===== src/hdl/pic_pkg.sv =====
// ----------------------------------------------------------------------------
// pic_pkg: shared definitions of the priority interrupt controller
// Operation codes, SFR addresses, the source map and the vector table.
// ----------------------------------------------------------------------------
`default_nettype none

package pic_pkg;

  // Number of interrupt lines that are looked at (12 to 16).
  localparam int unsigned NumLines = 16;

  localparam int unsigned LineW = 16;
  localparam int unsigned IdxW  = 4;
  localparam int unsigned LvlW  = 2;
  localparam int unsigned VecW  = 7;

  typedef enum logic [1:0] {
    OpRead  = 2'd0,
    OpWrite = 2'd1,
    OpLines = 2'd2,
    OpAck   = 2'd3
  } op_e;

  localparam logic [7:0] AddrEn0 = 8'ha8;
  localparam logic [7:0] AddrEn1 = 8'he8;
  localparam logic [7:0] AddrPl0 = 8'hb8;
  localparam logic [7:0] AddrPl1 = 8'hf8;
  localparam logic [7:0] AddrPh0 = 8'hb7;
  localparam logic [7:0] AddrPh1 = 8'hf7;

  // Sources that exist: indices 0 to 6 and 8 to 11.
  localparam logic [LineW-1:0] SourceMask = 16'h0f7f;

  // Bit of the low enable register that gates every request.
  localparam int unsigned GlobalEnBit = 7;

  // The two timers are the only sources with an ack line.
  localparam logic [IdxW-1:0] IdxTimer0 = 4'd1;
  localparam logic [IdxW-1:0] IdxTimer1 = 4'd3;

  function automatic logic [VecW-1:0] vector_of(input logic [IdxW-1:0] idx);
    logic [VecW-1:0] vec;
    case (idx)
      4'd0:    vec = 7'h03;
      4'd1:    vec = 7'h0b;
      4'd2:    vec = 7'h13;
      4'd3:    vec = 7'h1b;
      4'd4:    vec = 7'h23;
      4'd5:    vec = 7'h2b;
      4'd6:    vec = 7'h33;
      4'd8:    vec = 7'h3b;
      4'd9:    vec = 7'h43;
      4'd10:   vec = 7'h4b;
      4'd11:   vec = 7'h53;
      default: vec = '0;
    endcase
    return vec;
  endfunction

  // Lines at or above NumLines never take part.
  function automatic logic [LineW-1:0] live_mask();
    logic [LineW-1:0] m;
    m = '0;
    for (int i = 0; i < LineW; i++) begin
      if (i < NumLines) begin
        m[i] = 1'b1;
      end
    end
    return m;
  endfunction

endpackage

`default_nettype wire


===== src/hdl/priority_interrupt_controller_core.sv =====
// ----------------------------------------------------------------------------
// priority_interrupt_controller_core: four-level priority interrupt controller
// SFR access, line updates and ack handling with a posted request per beat.
// ----------------------------------------------------------------------------
// Usage: one input channel carries beats of four kinds (register read,
// register write, update of the 16 active-low interrupt lines, ack falling
// edge). Every input beat yields exactly one output beat with the read byte,
// the posted request (pending, level, vector) as it stands after the beat,
// and any ack pulse toward timer 0 or timer 1.
// A beat is registered at the input and evaluated from the input register;
// its result lands in the output register. One beat per cycle is sustained
// while the receiver does not stall.
// When the receiver stalls, the output register holds its beat, the input
// register holds the next one, and in_stall_o rises so the sender waits.
// Reset clears all enables and priorities, releases all lines (all ones),
// drops the outstanding request and empties both registers.
// ----------------------------------------------------------------------------
`default_nettype none

module priority_interrupt_controller_core (
  input  wire logic                           clk_i,
  input  wire logic                           rst_ni,
  input  wire logic                           in_valid_i,
  output logic                                in_stall_o,
  input  wire logic [1:0]                     op_i,
  input  wire logic [7:0]                     sfr_addr_i,
  input  wire logic [7:0]                     write_data_i,
  input  wire logic [pic_pkg::LineW-1:0]      int_lines_i,
  output logic                                out_valid_o,
  input  wire logic                           out_stall_i,
  output logic [7:0]                          read_data_o,
  output logic                                irq_pending_o,
  output logic [pic_pkg::LvlW-1:0]            irq_level_o,
  output logic [pic_pkg::VecW-1:0]            vector_addr_o,
  output logic                                ack_pulse_o,
  output logic [pic_pkg::IdxW-1:0]            ack_source_o
);

  // Input register.
  logic                        in_valid_q;
  pic_pkg::op_e                op_q;
  logic [7:0]                  addr_q;
  logic [7:0]                  data_q;
  logic [pic_pkg::LineW-1:0]   lines_in_q;

  // Controller state.
  logic [pic_pkg::LineW-1:0]   en_q, en_d;
  logic [pic_pkg::LineW-1:0]   pl_q, pl_d;
  logic [pic_pkg::LineW-1:0]   ph_q, ph_d;
  logic [pic_pkg::LineW-1:0]   lines_q, lines_d;
  logic                        outst_valid_q, outst_valid_d;
  logic [pic_pkg::IdxW-1:0]    outst_idx_q, outst_idx_d;

  // Result register.
  logic                        res_valid_q;
  logic [7:0]                  rd_q, rd_d;
  logic [pic_pkg::LvlW-1:0]    lvl_q, lvl_d;
  logic [pic_pkg::VecW-1:0]    vec_q, vec_d;
  logic                        ack_q, ack_d;
  logic [pic_pkg::IdxW-1:0]    ack_src_q, ack_src_d;

  logic                        proc_fire;
  logic                        in_fire;
  logic [pic_pkg::LineW-1:0]   cand;
  logic [3:0]                  lvl_any;
  logic [pic_pkg::LvlW-1:0]    top_lvl;
  logic [pic_pkg::LineW-1:0]   top_sel;

  assign proc_fire  = in_valid_q && (!res_valid_q || !out_stall_i);
  assign in_stall_o = in_valid_q && !proc_fire;
  assign in_fire    = in_valid_i && !in_stall_o;

  // Apply the beat to the register file and latch the read byte.
  always_comb begin
    en_d      = en_q;
    pl_d      = pl_q;
    ph_d      = ph_q;
    lines_d   = lines_q;
    rd_d      = '0;
    ack_d     = 1'b0;
    ack_src_d = '0;
    case (op_q)
      pic_pkg::OpRead: begin
        case (addr_q)
          pic_pkg::AddrEn0: rd_d = en_q[7:0];
          pic_pkg::AddrEn1: rd_d = en_q[15:8];
          pic_pkg::AddrPl0: rd_d = pl_q[7:0];
          pic_pkg::AddrPl1: rd_d = pl_q[15:8];
          pic_pkg::AddrPh0: rd_d = ph_q[7:0];
          pic_pkg::AddrPh1: rd_d = ph_q[15:8];
          default:          rd_d = '0;
        endcase
      end
      pic_pkg::OpWrite: begin
        case (addr_q)
          pic_pkg::AddrEn0: en_d[7:0]  = data_q;
          pic_pkg::AddrEn1: en_d[15:8] = data_q;
          pic_pkg::AddrPl0: pl_d[7:0]  = data_q;
          pic_pkg::AddrPl1: pl_d[15:8] = data_q;
          pic_pkg::AddrPh0: ph_d[7:0]  = data_q;
          pic_pkg::AddrPh1: ph_d[15:8] = data_q;
          default:          en_d       = en_q;
        endcase
      end
      pic_pkg::OpLines: lines_d = lines_in_q;
      pic_pkg::OpAck: begin
        // The ack goes to the source that was outstanding before this beat.
        if (outst_valid_q &&
            (outst_idx_q == pic_pkg::IdxTimer0 || outst_idx_q == pic_pkg::IdxTimer1)) begin
          ack_d     = 1'b1;
          ack_src_d = outst_idx_q;
        end
      end
      default: lines_d = lines_q;
    endcase
  end

  // Pick the highest level among asserted, enabled sources, then the lowest
  // index within that level.
  always_comb begin
    cand    = en_d & ~lines_d & pic_pkg::SourceMask & pic_pkg::live_mask();
    lvl_any = '0;
    for (int i = 0; i < pic_pkg::LineW; i++) begin
      if (cand[i]) begin
        lvl_any[{ph_d[i], pl_d[i]}] = 1'b1;
      end
    end
    if (lvl_any[3]) begin
      top_lvl = 2'd3;
    end else if (lvl_any[2]) begin
      top_lvl = 2'd2;
    end else if (lvl_any[1]) begin
      top_lvl = 2'd1;
    end else begin
      top_lvl = 2'd0;
    end
    for (int i = 0; i < pic_pkg::LineW; i++) begin
      top_sel[i] = cand[i] && ({ph_d[i], pl_d[i]} == top_lvl);
    end
    outst_idx_d = '0;
    for (int i = pic_pkg::LineW - 1; i >= 0; i--) begin
      if (top_sel[i]) begin
        outst_idx_d = pic_pkg::IdxW'(i);
      end
    end
    outst_valid_d = en_d[pic_pkg::GlobalEnBit] && (|cand);
    if (outst_valid_d) begin
      lvl_d = top_lvl;
      vec_d = pic_pkg::vector_of(outst_idx_d);
    end else begin
      outst_idx_d = '0;
      lvl_d       = '0;
      vec_d       = '0;
    end
  end

  always_ff @(posedge clk_i or negedge rst_ni) begin
    if (!rst_ni) begin
      in_valid_q    <= 1'b0;
      res_valid_q   <= 1'b0;
      en_q          <= '0;
      pl_q          <= '0;
      ph_q          <= '0;
      lines_q       <= '1;
      outst_valid_q <= 1'b0;
      outst_idx_q   <= '0;
    end else begin
      if (in_fire) begin
        in_valid_q <= 1'b1;
      end else if (proc_fire) begin
        in_valid_q <= 1'b0;
      end
      if (proc_fire) begin
        res_valid_q   <= 1'b1;
        en_q          <= en_d;
        pl_q          <= pl_d;
        ph_q          <= ph_d;
        lines_q       <= lines_d;
        outst_valid_q <= outst_valid_d;
        outst_idx_q   <= outst_idx_d;
      end else if (!out_stall_i) begin
        res_valid_q <= 1'b0;
      end
    end
  end

  always_ff @(posedge clk_i) begin
    if (in_fire) begin
      op_q       <= pic_pkg::op_e'(op_i);
      addr_q     <= sfr_addr_i;
      data_q     <= write_data_i;
      lines_in_q <= int_lines_i;
    end
    if (proc_fire) begin
      rd_q      <= rd_d;
      lvl_q     <= lvl_d;
      vec_q     <= vec_d;
      ack_q     <= ack_d;
      ack_src_q <= ack_src_d;
    end
  end

  assign out_valid_o   = res_valid_q;
  assign read_data_o   = rd_q;
  assign irq_pending_o = outst_valid_q;
  assign irq_level_o   = lvl_q;
  assign vector_addr_o = vec_q;
  assign ack_pulse_o   = ack_q;
  assign ack_source_o  = ack_src_q;

  // An ack pulse only ever reaches one of the two timers.
  a_ack_timer_only: assert property (@(posedge clk_i) disable iff (!rst_ni)
    (out_valid_o && ack_pulse_o) |->
      (ack_source_o == pic_pkg::IdxTimer0 || ack_source_o == pic_pkg::IdxTimer1))
    else $error("ack pulse sent to a source without an ack line");

  // No posted request means level and vector read as zero.
  a_idle_zero: assert property (@(posedge clk_i) disable iff (!rst_ni)
    (out_valid_o && !irq_pending_o) |-> (irq_level_o == '0 && vector_addr_o == '0))
    else $error("level or vector nonzero without a pending request");

  // A request is only outstanding while the global enable is set.
  a_global_enable: assert property (@(posedge clk_i) disable iff (!rst_ni)
    outst_valid_q |-> en_q[pic_pkg::GlobalEnBit])
    else $error("request outstanding with global enable clear");

  // A processed beat always lands in the result register on the next edge.
  a_result_loaded: assert property (@(posedge clk_i) disable iff (!rst_ni)
    proc_fire |=> out_valid_o)
    else $error("processed beat did not produce a result");

endmodule

`default_nettype wire


===== config.mk =====
export PLATFORM = sky130hd
export DESIGN_NAME = priority_interrupt_controller_core
export DESIGN_NICKNAME = d
export VERILOG_FILES = /design/src/hdl/pic_pkg.sv /design/src/hdl/priority_interrupt_controller_core.sv
export SDC_FILE = /design/constraint.sdc
export NUM_CORES = 1
export LEC_CHECK = 0
export ABC_AREA = 1
export CAP_MARGIN = 20
export CORE_UTILIZATION = 45
export DETAILED_ROUTE_END_ITERATION = 10
export DONT_BUFFER_PORTS = 1
export HOLD_SLACK_MARGIN = 0.1
export MAX_ROUTING_LAYER = met4
export SKIP_CTS_REPAIR_TIMING = 1
export SYNTH_ARGS = -nofsm -noshare
export SYNTH_HDL_FRONTEND = slang
export SYNTH_SLANG_ARGS = --single-unit

===== constraint.sdc =====
create_clock -name clk_i -period 3.3 [get_ports clk_i]
set_input_delay 0.33 -clock clk_i [delete_from_list [all_inputs] [get_ports clk_i]]
set_output_delay 0.33 -clock clk_i [all_outputs]
set_load 0.01 [all_outputs]

[Word-level counts from Yosys, hierarchy flattened]
Memories as Yosys holds them, arrays and structs flattened. A register that Yosys moved wholly into a read port is not among the register bits.
Index checks and enable logic that the tools add are counted.
Word-level totals
  flip-flop bits (word level): 127
  memory bits (read-only): 96
  bits of input ports: 38
  output and inout port bits: 25
  logic and storage cells: 185
  memories kept: 1
Memory list
  (name not given): depth 16, bits a word 6, rd ports 1, clocked after memory_dff 1, write ports 0, line pic_pkg.sv:43  | case (idx)
Cells by class
  $lt $le $gt $ge: 22
  equality and inequality tests: 23
  mux-type cells: 64
  bitwise logic cells: 12
  reduce and logical (&&, ||, !) cells: 42
Operators with widths (count)
  4-bit two-way mux: 25
  8-bit == test, second input constant: 6
  8-bit one-hot mux with 6 select lines: 1
  4-bit bitwise OR: 10
  2-bit by 3-bit less-than comparator with 1-bit output, second input constant: 11
  16-bit two-way mux: 2
  8-bit two-way mux: 4
  1-bit logical AND: 27
  12-bit two-way mux: 2
  1-bit demux with 2-bit select: 11
  2-bit == test: 11
  2-bit by 1-bit greater-or-equal comparator with 1-bit output, second input constant: 11
  1-bit two-way mux: 17
  12-bit AND: 1
  12-bit NOT: 1
  3-bit AND reduction: 4
  11-bit OR reduction: 1
  1-bit logical NOT: 5
  2-bit == test, second input constant: 2
  4-bit by 1-bit == test with 1-bit output, second input constant: 1
  4-bit by 2-bit == test with 1-bit output, second input constant: 1
  2-bit two-way mux: 2
  2-bit by 1-bit == test with 1-bit output, second input constant: 1
  2-bit logical NOT: 1
  other kinds (4): 5

[Depth between registers and ports, before layout]
Gate-level depths: netlist of run 1.
  depth in word-level cells: 45
  mapped depth: 34

[Worst setup path after synthesis of run 1]
Ideal clock, no wire load.
  path type: register -> register
  start: register op_q[1]
  end: register vec_q, in the netlist vector_addr_o[3], data pin
  library setup time: 0.252 ns
  arrival time: 2.988 ns
  setup slack: 0.060 ns
  cell stages (with the launch flop): 31
  clock period less this slack: 3.240 ns
  cells stage by stage: edfxtp_1 > nor2_8 > buf_6 > buf_4 > nand4_1 > nand2_1 > nor2_1 > nand2_1 > nand2_1 > nor2_1 > nand2_2 > nor2_8 > nand2_4 > buf_6 > nand2_1 > nand2_1 > nor2_2 > nor2_1 > nand2_1 > nand2_1 > nand2_1 > nand2_1 > nand2_1 > nand2_1 > nand2_1 > inv_1 > ha_1 > nand2_1 > nand2_1 > inv_1 > nand2_1
On the way
  cells in the longest elaborated chain, start to end: 43
RTL lines
  start, declared: line priority_interrupt_controller_core.sv:41  | pic_pkg::op_e op_q;
  start signal, assigned: line priority_interrupt_controller_core.sv:189  | op_q <= pic_pkg::op_e'(op_i);
  2-bit by 1-bit == test with 1-bit output: line priority_interrupt_controller_core.sv:82  | case (op_q)
  12-bit two-way mux: line priority_interrupt_controller_core.sv:82
  2-bit by 3-bit less-than comparator with 1-bit output (implied by the code) / 2-bit by 1-bit greater-or-equal comparator with 1-bit output (equally long branches): line priority_interrupt_controller_core.sv:125  | lvl_any[{ph_d[i], pl_d[i]}] = 1'b1;
  1-bit logical AND (implied by the code): line priority_interrupt_controller_core.sv:125
  1-bit two-way mux (implied by the code): line priority_interrupt_controller_core.sv:125
  1-bit demux with 2-bit select: line priority_interrupt_controller_core.sv:125
  4-bit two-way mux: line priority_interrupt_controller_core.sv:124  | if (cand[i]) begin
  4-bit bitwise OR (no line)
  [... 17 more ...]
  4-bit bitwise OR (no line)
  4-bit two-way mux: line priority_interrupt_controller_core.sv:124
  1-bit two-way mux: line priority_interrupt_controller_core.sv:132  | end else if (lvl_any[1]) begin
  2-bit two-way mux: line priority_interrupt_controller_core.sv:130  | end else if (lvl_any[2]) begin
  2-bit two-way mux: line priority_interrupt_controller_core.sv:128  | if (lvl_any[3]) begin
  2-bit == test: line priority_interrupt_controller_core.sv:138  | top_sel[i] = cand[i] && ({ph_d[i], pl_d[i]} == top_lvl);
  1-bit logical AND: line priority_interrupt_controller_core.sv:138
  4-bit two-way mux (11 in a row): line priority_interrupt_controller_core.sv:142  | if (top_sel[i]) begin
  end, declared: line priority_interrupt_controller_core.sv:58  | logic [pic_pkg::VecW-1:0] vec_q, vec_d;
Several ways; a longest one is shown, not always the timed one.
A chain may end at the register's enable or synchronous reset.

[Final worst setup path of run 1]
  start: register op_q[1]
  end: register vec_q, in the netlist vector_addr_o[4], data pin
Same word-level chain as after synthesis.

==> run_results.csv, run 1 <==
group,metric,value,unit
run_status,status,"finished, violations left",
run_status,violations,"setup timing",
global_route,grt_pass1_wl,32.6,mm
run,maxCapViolCount,0,
die,rows,43,
die,fp.dieW,122,um
timing,slew_violations,0,
cts,cts_inserted_buffers,17,
synth,syn-cell-area,6490,um2
synth,ys_types,42,
synth,synth-main-ff-cell,"dfrtp_1",
pwr,power.share.clock,41.5,%
worst_hold_path,min_path_type,"input port to asynchronous set/reset pin",
timing,grt_setup_unrepaired,"true",
global_route,antenna_found_initial,0,
cts,cts_sinks,115,
drt,drtAntennaViolNets,0,
pwr,powerDensity,464,nW/um2
layout,antennaDiodeCount,0,
layout,final_common_cell,"nand2_1",
cts,cts.clk_slew.worst_paths,0.06,ns
critical_path,crit_end,"vector_addr_o[4]$_SDFFCE_PN0P_",
timing,slew-limit-headroom,34.2,%
critical_path,slowest_stage,"edfxtp_1",
critical_path,critPathRequiredTime,3.47,ns
global_route,grt_max_degree,67,
critical_path,rrSetupSlack,-0.33,ns
critical_path,rr_endpoint,"vector_addr_o[4]$_SDFFCE_PN0P_",
timing,period_minus_slack,3.63,ns
cts,clk_path_buf_depth,2,
critical_path,rr_worst_depth,28,
synth,async_flop_share,57.4,%
synth,ys_warn_count,0,
critical_path,end_kind,"flop",
synth,synth_seq_area_share,48.3,%
critical_path,crit_type,"flop to flop",
cts,cts_tree,"done",
critical_path,critPathLaunchType,"flop",
layout,syn_to_final_growth,45.2,%
global_route,gr-total-overflow,0,
die,start_util,46.4,%
pwr,p_seq_share,39.9,%
timing,hold_viol_final,0,
drt,via_per_inst,5.50,
pwr,netSwitchingPower,1260,uW
critical_path,slowest_delay,0.46,ns
layout,mostFrequentLayoutCells,"212 x nand2_1, 147 x buf_4, 73 x inv_1",
critical_path,crit_top_cell,"nand2_1",
layout,num-fill-cells,1141,
drt,routedWlPerCell,18.2,um
timing,worst_slew_pin_slew,0.986,ns
drt,first_pass_iters,5,
die,core,14000,um2
timing,whs,0.440,ns
synth,synth_edf_count,49,
timing,max_freq,276,MHz
placement,gp_congestion,0.949,
critical_path,cp.arrival,3.80,ns
drt,dr_total_vias,6655,
pwr,leakagePower,0.00422,uW
critical_path,critPathMaxFanout,8,
layout,layoutNonFillerInstCount,1211,
placement,dp.cells,1109,
synth,syn_inst,825,
cts,cts-root-buf,"clkbuf_16",
layout,fin_util,67.4,%
placement,port_buffers,0,
global_route,first_global_vias,6171,
placement,place_ws,-0.425,ns
die,dieArea,14900,um2
drt,drt_iter0_drc,579,
synth,postSynthAreaPerCell,7.87,um2
pwr,power,4380,uW
die,boundaryPins,63,
timing,setup_viol,8,
layout,multi_input_area,3300,um2
synth,synth_seq_cells,115,
critical_path,startpoint,"op_q[1]$_DFFE_PP_",
layout,drive_above_1_share,34.7,%
cts,worst_skew_pair.late_latency,0.42,ns
layout,fin_nets,1060,
pwr,swShare,28.7,%
global_route,grt_usage,30.4,%
pwr,ir_worst_vdd,0.000367,V
cts,h-tree-depth,4,
placement,post-dp-hpwl,15.8,mm
die,die_h,122,um
drt,drc,0,
drt,routed_wl,22.0,mm
timing,fin_crit_sh,110,%
timing,fin_ws,-0.329,ns
timing,fin_skew,0.00849,ns
critical_path,worstReg2RegStart,"op_q[1]$_DFFE_PP_",
pwr,cell_internal_pwr,3120,uW
layout,regArea,3140,um2
pwr,comb_power_share,18.6,%
kinds of logic (layout without fill, tap and decap cells):
kind of cell | after synthesis | in the layout | synth area share [%]
XOR/XNOR | 1 | 1 | 0.135
adder cells (fa/ha/maj) | 4 | 4 | 0.771
flip-flops | 115 | 115 | 48.3
AND/OR/NAND/NOR | 463 | 464 | 32.6
other | 1 | 3 | 0.0578
buffers and inverters | 126 | 329 | 8.54
AO/OA/AOI/OAI | 115 | 115 | 9.56
power by group through the flow:
stage	Combinational (uW)	Sequential [uW]	Clock (uW)
CTS	629	1750	1830
global placement	609	1760	0
detailed placement	623	1770	0
finish	815	1750	1820
global route	887	1760	1880
floorplan	343	1750	0
worst min-delay path by stage:
stage	end	slack [ns]	depth (start not counted)
floorplan	en_q[0]$_DFFE_PN0P_	0.03	0
global placement	out_valid_o$_DFFE_PN0P_	0.04	0
detailed placement	ph_q[9]$_DFFE_PN0P_	0.04	0
CTS	ph_q[9]$_DFFE_PN0P_	-0.41	0
global route	out_valid_o$_DFFE_PN0P_	0.47	2
finish	ph_q[0]$_DFFE_PN0P_	0.44	2
layer usage:
layer	wire length, um	vias to the layer above	part of all wire (%)	global-route usage (%)
met4	891	0	4.1	14.9
met3	1240	57	5.7	5.66
li1	-	3138	-	-
met1	9310	3178	42	38.0
met2	10500	282	48	47.4
met5	0	-	0	-
flip-flops by register name, summed over array words and instances, names as in the netlist, 8 cells and up:
register,cells
addr_q,8
ph_q,16
lines_in_q,11
data_q,8
pl_q,16
en_q,16
read_data_o,8
lines_q,11
critical path: cells and delay by family, from the launching register on:
family                     cells  cell delay [ns]
and+or+nand+nor               21             2.01
adders and majority gates      1             0.28
AOI/OAI and AO/OA              1             0.06
buffers and inverters          5             0.58
DFF                            1             0.46
through the flow:
step | cell area [um2] | TNS (ns)
6_report | 9430 | -1.39
5_1_grt | 9430 | -3.29
4_1_cts | 8210 | -2.74
3_5_place_dp | 7620 | -2.19
3_3_place_gp | 7620 | -1.77
2_1_floorplan | 6500 | 0
synthesized netlist by cell type (2+ instances only):
master / instances / share of area (%)
a21oi_1: 8 / 0.62
a31oi_1: 3 / 0.29
a41oi_1: 4 / 0.54
buf_1: 2 / 0.12
buf_2: 8 / 0.62
buf_4: 9 / 1.0
buf_6: 5 / 0.87
clkbuf_1: 14 / 0.81
dfrtp_1: 55 / 21
dfstp_2: 11 / 4.5
edfxtp_1: 49 / 23
ha_1: 4 / 0.77
inv_1: 77 / 4.5
inv_2: 10 / 0.58
nand2_1: 259 / 15
nand2_2: 5 / 0.48
nand2_4: 2 / 0.35
nand3_1: 53 / 4.1
nand3_2: 8 / 1.2
nand3b_1: 2 / 0.23
nand4_1: 48 / 4.6
nor2_1: 60 / 3.5
nor2_2: 7 / 0.67
nor2_4: 4 / 0.69
nor2_8: 2 / 0.62
nor3_1: 8 / 0.62
o21ai_0: 74 / 5.7
o21ai_1: 12 / 0.93
o22ai_1: 9 / 0.87
area by class of cell:
class | count | share of cell area [%]
flip-flops and latches | 115 | 33.3
clock buffers | 23 | 5.53
inverters | 88 | 3.53
multi-input cells | 587 | 35.0
repair buffers | 209 | 19.6
clock inverters | 9 | 0.703
well taps | 180 | 2.39
Note: power is estimated with default switching activity, not from simulation.
==> inputs of run 2 (changes only) <==
--- a/config.mk
+++ b/config.mk
@@ -10,6 +10,7 @@
 export CORE_UTILIZATION = 45
 export DETAILED_ROUTE_END_ITERATION = 10
 export DONT_BUFFER_PORTS = 1
+export GPL_TIMING_DRIVEN = 0
 export HOLD_SLACK_MARGIN = 0.1
 export MAX_ROUTING_LAYER = met4
 export SKIP_CTS_REPAIR_TIMING = 1
==> constraint.sdc (replaced) <==
create_clock -name clk_i -period 4.4 [get_ports clk_i]
set_input_delay 0.44 -clock clk_i [delete_from_list [all_inputs] [get_ports clk_i]]
set_output_delay 0.44 -clock clk_i [all_outputs]
set_load 0.01 [all_outputs]
==> run 2 against run 1 <==
  * The flow now finishes without violations
  * Power decreased by 30%
  * Routed wire length down 7.7%
  * Sequential power down 25%
  * Combinational power shrank 52%
  * Worst setup slack gained 0.67 ns
  * Global-route usage decreased by 0.083 points
  * Design area is 21% lower
  * Register-to-register slack better by 0.67 ns
  * Clock power decreased by 26%
  * Maximum frequency is 11% lower
  * Sequential share of layout area is 9.0 points higher
  * Critical endpoint is now vector_addr_o[3]$_SDFFCE_PN0P_
  * Largest cell class is now sequential cells
==> run_results.csv, run 2 (synthesized netlist as in run 1, its figures left out) <==
group,metric,value,unit
cts,cts.clk_slew.worst_paths,0.06,ns
timing,final.setup.tns,0,ns
layout,antennaDiodeCount,0,
worst_hold_path,holdPathStages,0,
pwr,p_seq_share,42.9,%
die,die_h,122,um
cts,cts_inserted_buffers,17,
critical_path,critPathRequiredTime,4.57,ns
cts,cts_sinks,115,
die,boundaryPins,63,
pwr,netSwitchingPower,825,uW
layout,drive_above_1_share,12.5,%
worst_hold_path,min_path_type,"input port to flop",
global_route,first_global_vias,5613,
timing,worst_slew_pin_slew,0.660,ns
critical_path,end_kind,"flop",
timing,slew-limit-headroom,56.0,%
drt,routedWlPerCell,19.5,um
critical_path,slowest_delay,0.52,ns
critical_path,cp.arrival,4.23,ns
timing,period_minus_slack,4.06,ns
cts,h-tree-depth,4,
pwr,power,3060,uW
critical_path,crit_cells,29,
drt,via_per_inst,5.56,
global_route,grt_max_degree,67,
pwr,swShare,27.0,%
layout,syn_to_final_growth,14.2,%
critical_path,cp_num_buf_inv,5,
critical_path,path_delay_family,"simple AND/OR/NAND/NOR gates",
cts,worst_skew_pair.late_latency,0.42,ns
timing,setup_viol,0,
layout,fin_nets,893,
placement,post-dp-hpwl,15.4,mm
run_status,status,"finished, final reports clean",
pwr,ir_worst_vdd,0.000230,V
pwr,comb_power_share,12.9,%
layout,reg.largest.list,"en_q (16), ph_q (16), pl_q (16)",
cts,cts-root-buf,"clkbuf_16",
die,start_util,46.4,%
cts,cts_tree,"done",
timing,fin_crit_sh,92.3,%
drt,first_pass_iters,9,
placement,port_buffers,0,
critical_path,rr_worst_depth,29,
drt,drt_iter0_drc,511,
timing,max_freq,246,MHz
die,rows,43,
pwr,leakagePower,0.00328,uW
pwr,cell_internal_pwr,2230,uW
placement,gp_congestion,0.927,
drt,drtAntennaViolNets,0,
global_route,antenna_found_initial,0,
layout,final_common_cell,"nand2_1",
timing,hold_viol_final,0,
critical_path,slowest_stage,"edfxtp_1",
layout,mostFrequentLayoutCells,"258 x nand2_1, 77 x inv_1, 73 x o21ai_0",
global_route,grt_pass1_wl,31.7,mm
critical_path,crit_top_cell,"nand2_1",
global_route,gr-total-overflow,0,
critical_path,critPathLaunchType,"flop",
die,core,14000,um2
global_route,grt_usage,30.3,%
die,fp.dieW,122,um
drt,drc,0,
run,maxCapViolCount,0,
drt,dr_total_vias,5794,
timing,slew_violations,0,
critical_path,crit_type,"flop to flop",
die,dieArea,14900,um2
pwr,powerDensity,412,nW/um2
cts,clk_path_buf_depth,2,
timing,fin_skew,0.00669,ns
timing,grt_setup_unrepaired,"false",
critical_path,critPathMaxFanout,10,
pwr,power.share.clock,44.3,%
drt,routed_wl,20.3,mm
layout,num-fill-cells,1357,
==> run 2: changes by cell type in the layout (fill, tap and decap cells not counted), sizes merged <==
cell / change
buf: -148
dlygate4sd3: -31
nand3: -1
clkbuf: +13
bufinv: +1
inv: -2
==> run 2: worst register-to-register path: cells and delay by family (launching register included) <==
| family | cells | cell delay [ns] |
|---|---|---|
| flip-flops | 1 | 0.52 |
| AND/OR/NAND/NOR | 22 | 2.34 |
| buffers and inverters | 5 | 0.67 |
| adder cells (fa/ha/maj) | 1 | 0.19 |
| AO/OA/AOI/OAI | 1 | 0.11 |
==> run 2: path summary, 6_finish.rpt <==
kind / slack [ns] / startpoint / endpoint
worst max-delay path: 0.34 / op_q[1]$_DFFE_PP_ / vector_addr_o[3]$_SDFFCE_PN0P_
max in group asynchronous: 3.49 / rst_ni / lines_q[0]$_DFFE_PN1P_
worst min-delay path: 0.12 / int_lines_i[8] / lines_in_q[8]$_DFFE_PP_
worst max register to register: 0.34 / op_q[1]$_DFFE_PP_ / vector_addr_o[3]$_SDFFCE_PN0P_
worst min register to register: 0.46 / in_valid_q$_DFFE_PN0P_ / out_valid_o$_DFFE_PN0P_
min in group asynchronous: 0.55 / rst_ni / ph_q[9]$_DFFE_PN0P_
==> run 2: stage by stage <==
step	instance area [um2]	worst slack (ns)	instances	utilization [%]	hold slack [ns]
after floorplan	6500	1.16	827	-	0.144
after global placement	6730	0.346	1007	48.1	0.146
after detailed placement	6740	0.235	1008	48.2	0.145
after CTS	7330	0.194	1039	52.4	-0.304
after global routing	7410	0.0531	1043	53.0	0.102
final	7410	0.339	1043	53.0	0.117
==> run 2: power by group through the flow <==
| stage | registers (uW) | clock network (uW) | logic, uW |
|---|---|---|---|
| final | 1310 | 1350 | 393 |
| after global routing | 1320 | 1410 | 442 |
| after CTS | 1310 | 1370 | 370 |
| after detailed placement | 1330 | 0 | 367 |
| after global placement | 1330 | 0 | 353 |
| after floorplan | 1310 | 0 | 258 |
==> run 2: area by class of cell <==
class                           instances  area (um2)  share of cell area (%)
Multi-Input combinational cell        586        2820                    38.1
Buffer                                 38         224                    3.02
Sequential cell                       115        3140                    42.3
Clock inverter                          8        73.8                   0.996
Timing Repair Buffer                    5        87.6                    1.18
Clock buffer                           23         512                    6.90
Tap cell                              180         225                    3.04
Inverter                               88         330                    4.46
==> run 2: routing by layer <==
metal	vias up	part of all wire [%]	global-route usage, %
met3	28	6.9	6.69
met1	2749	45	40.5
met4	0	1.8	8.08
met5	-	0	-
met2	228	46	46.5
li1	2789	-	-
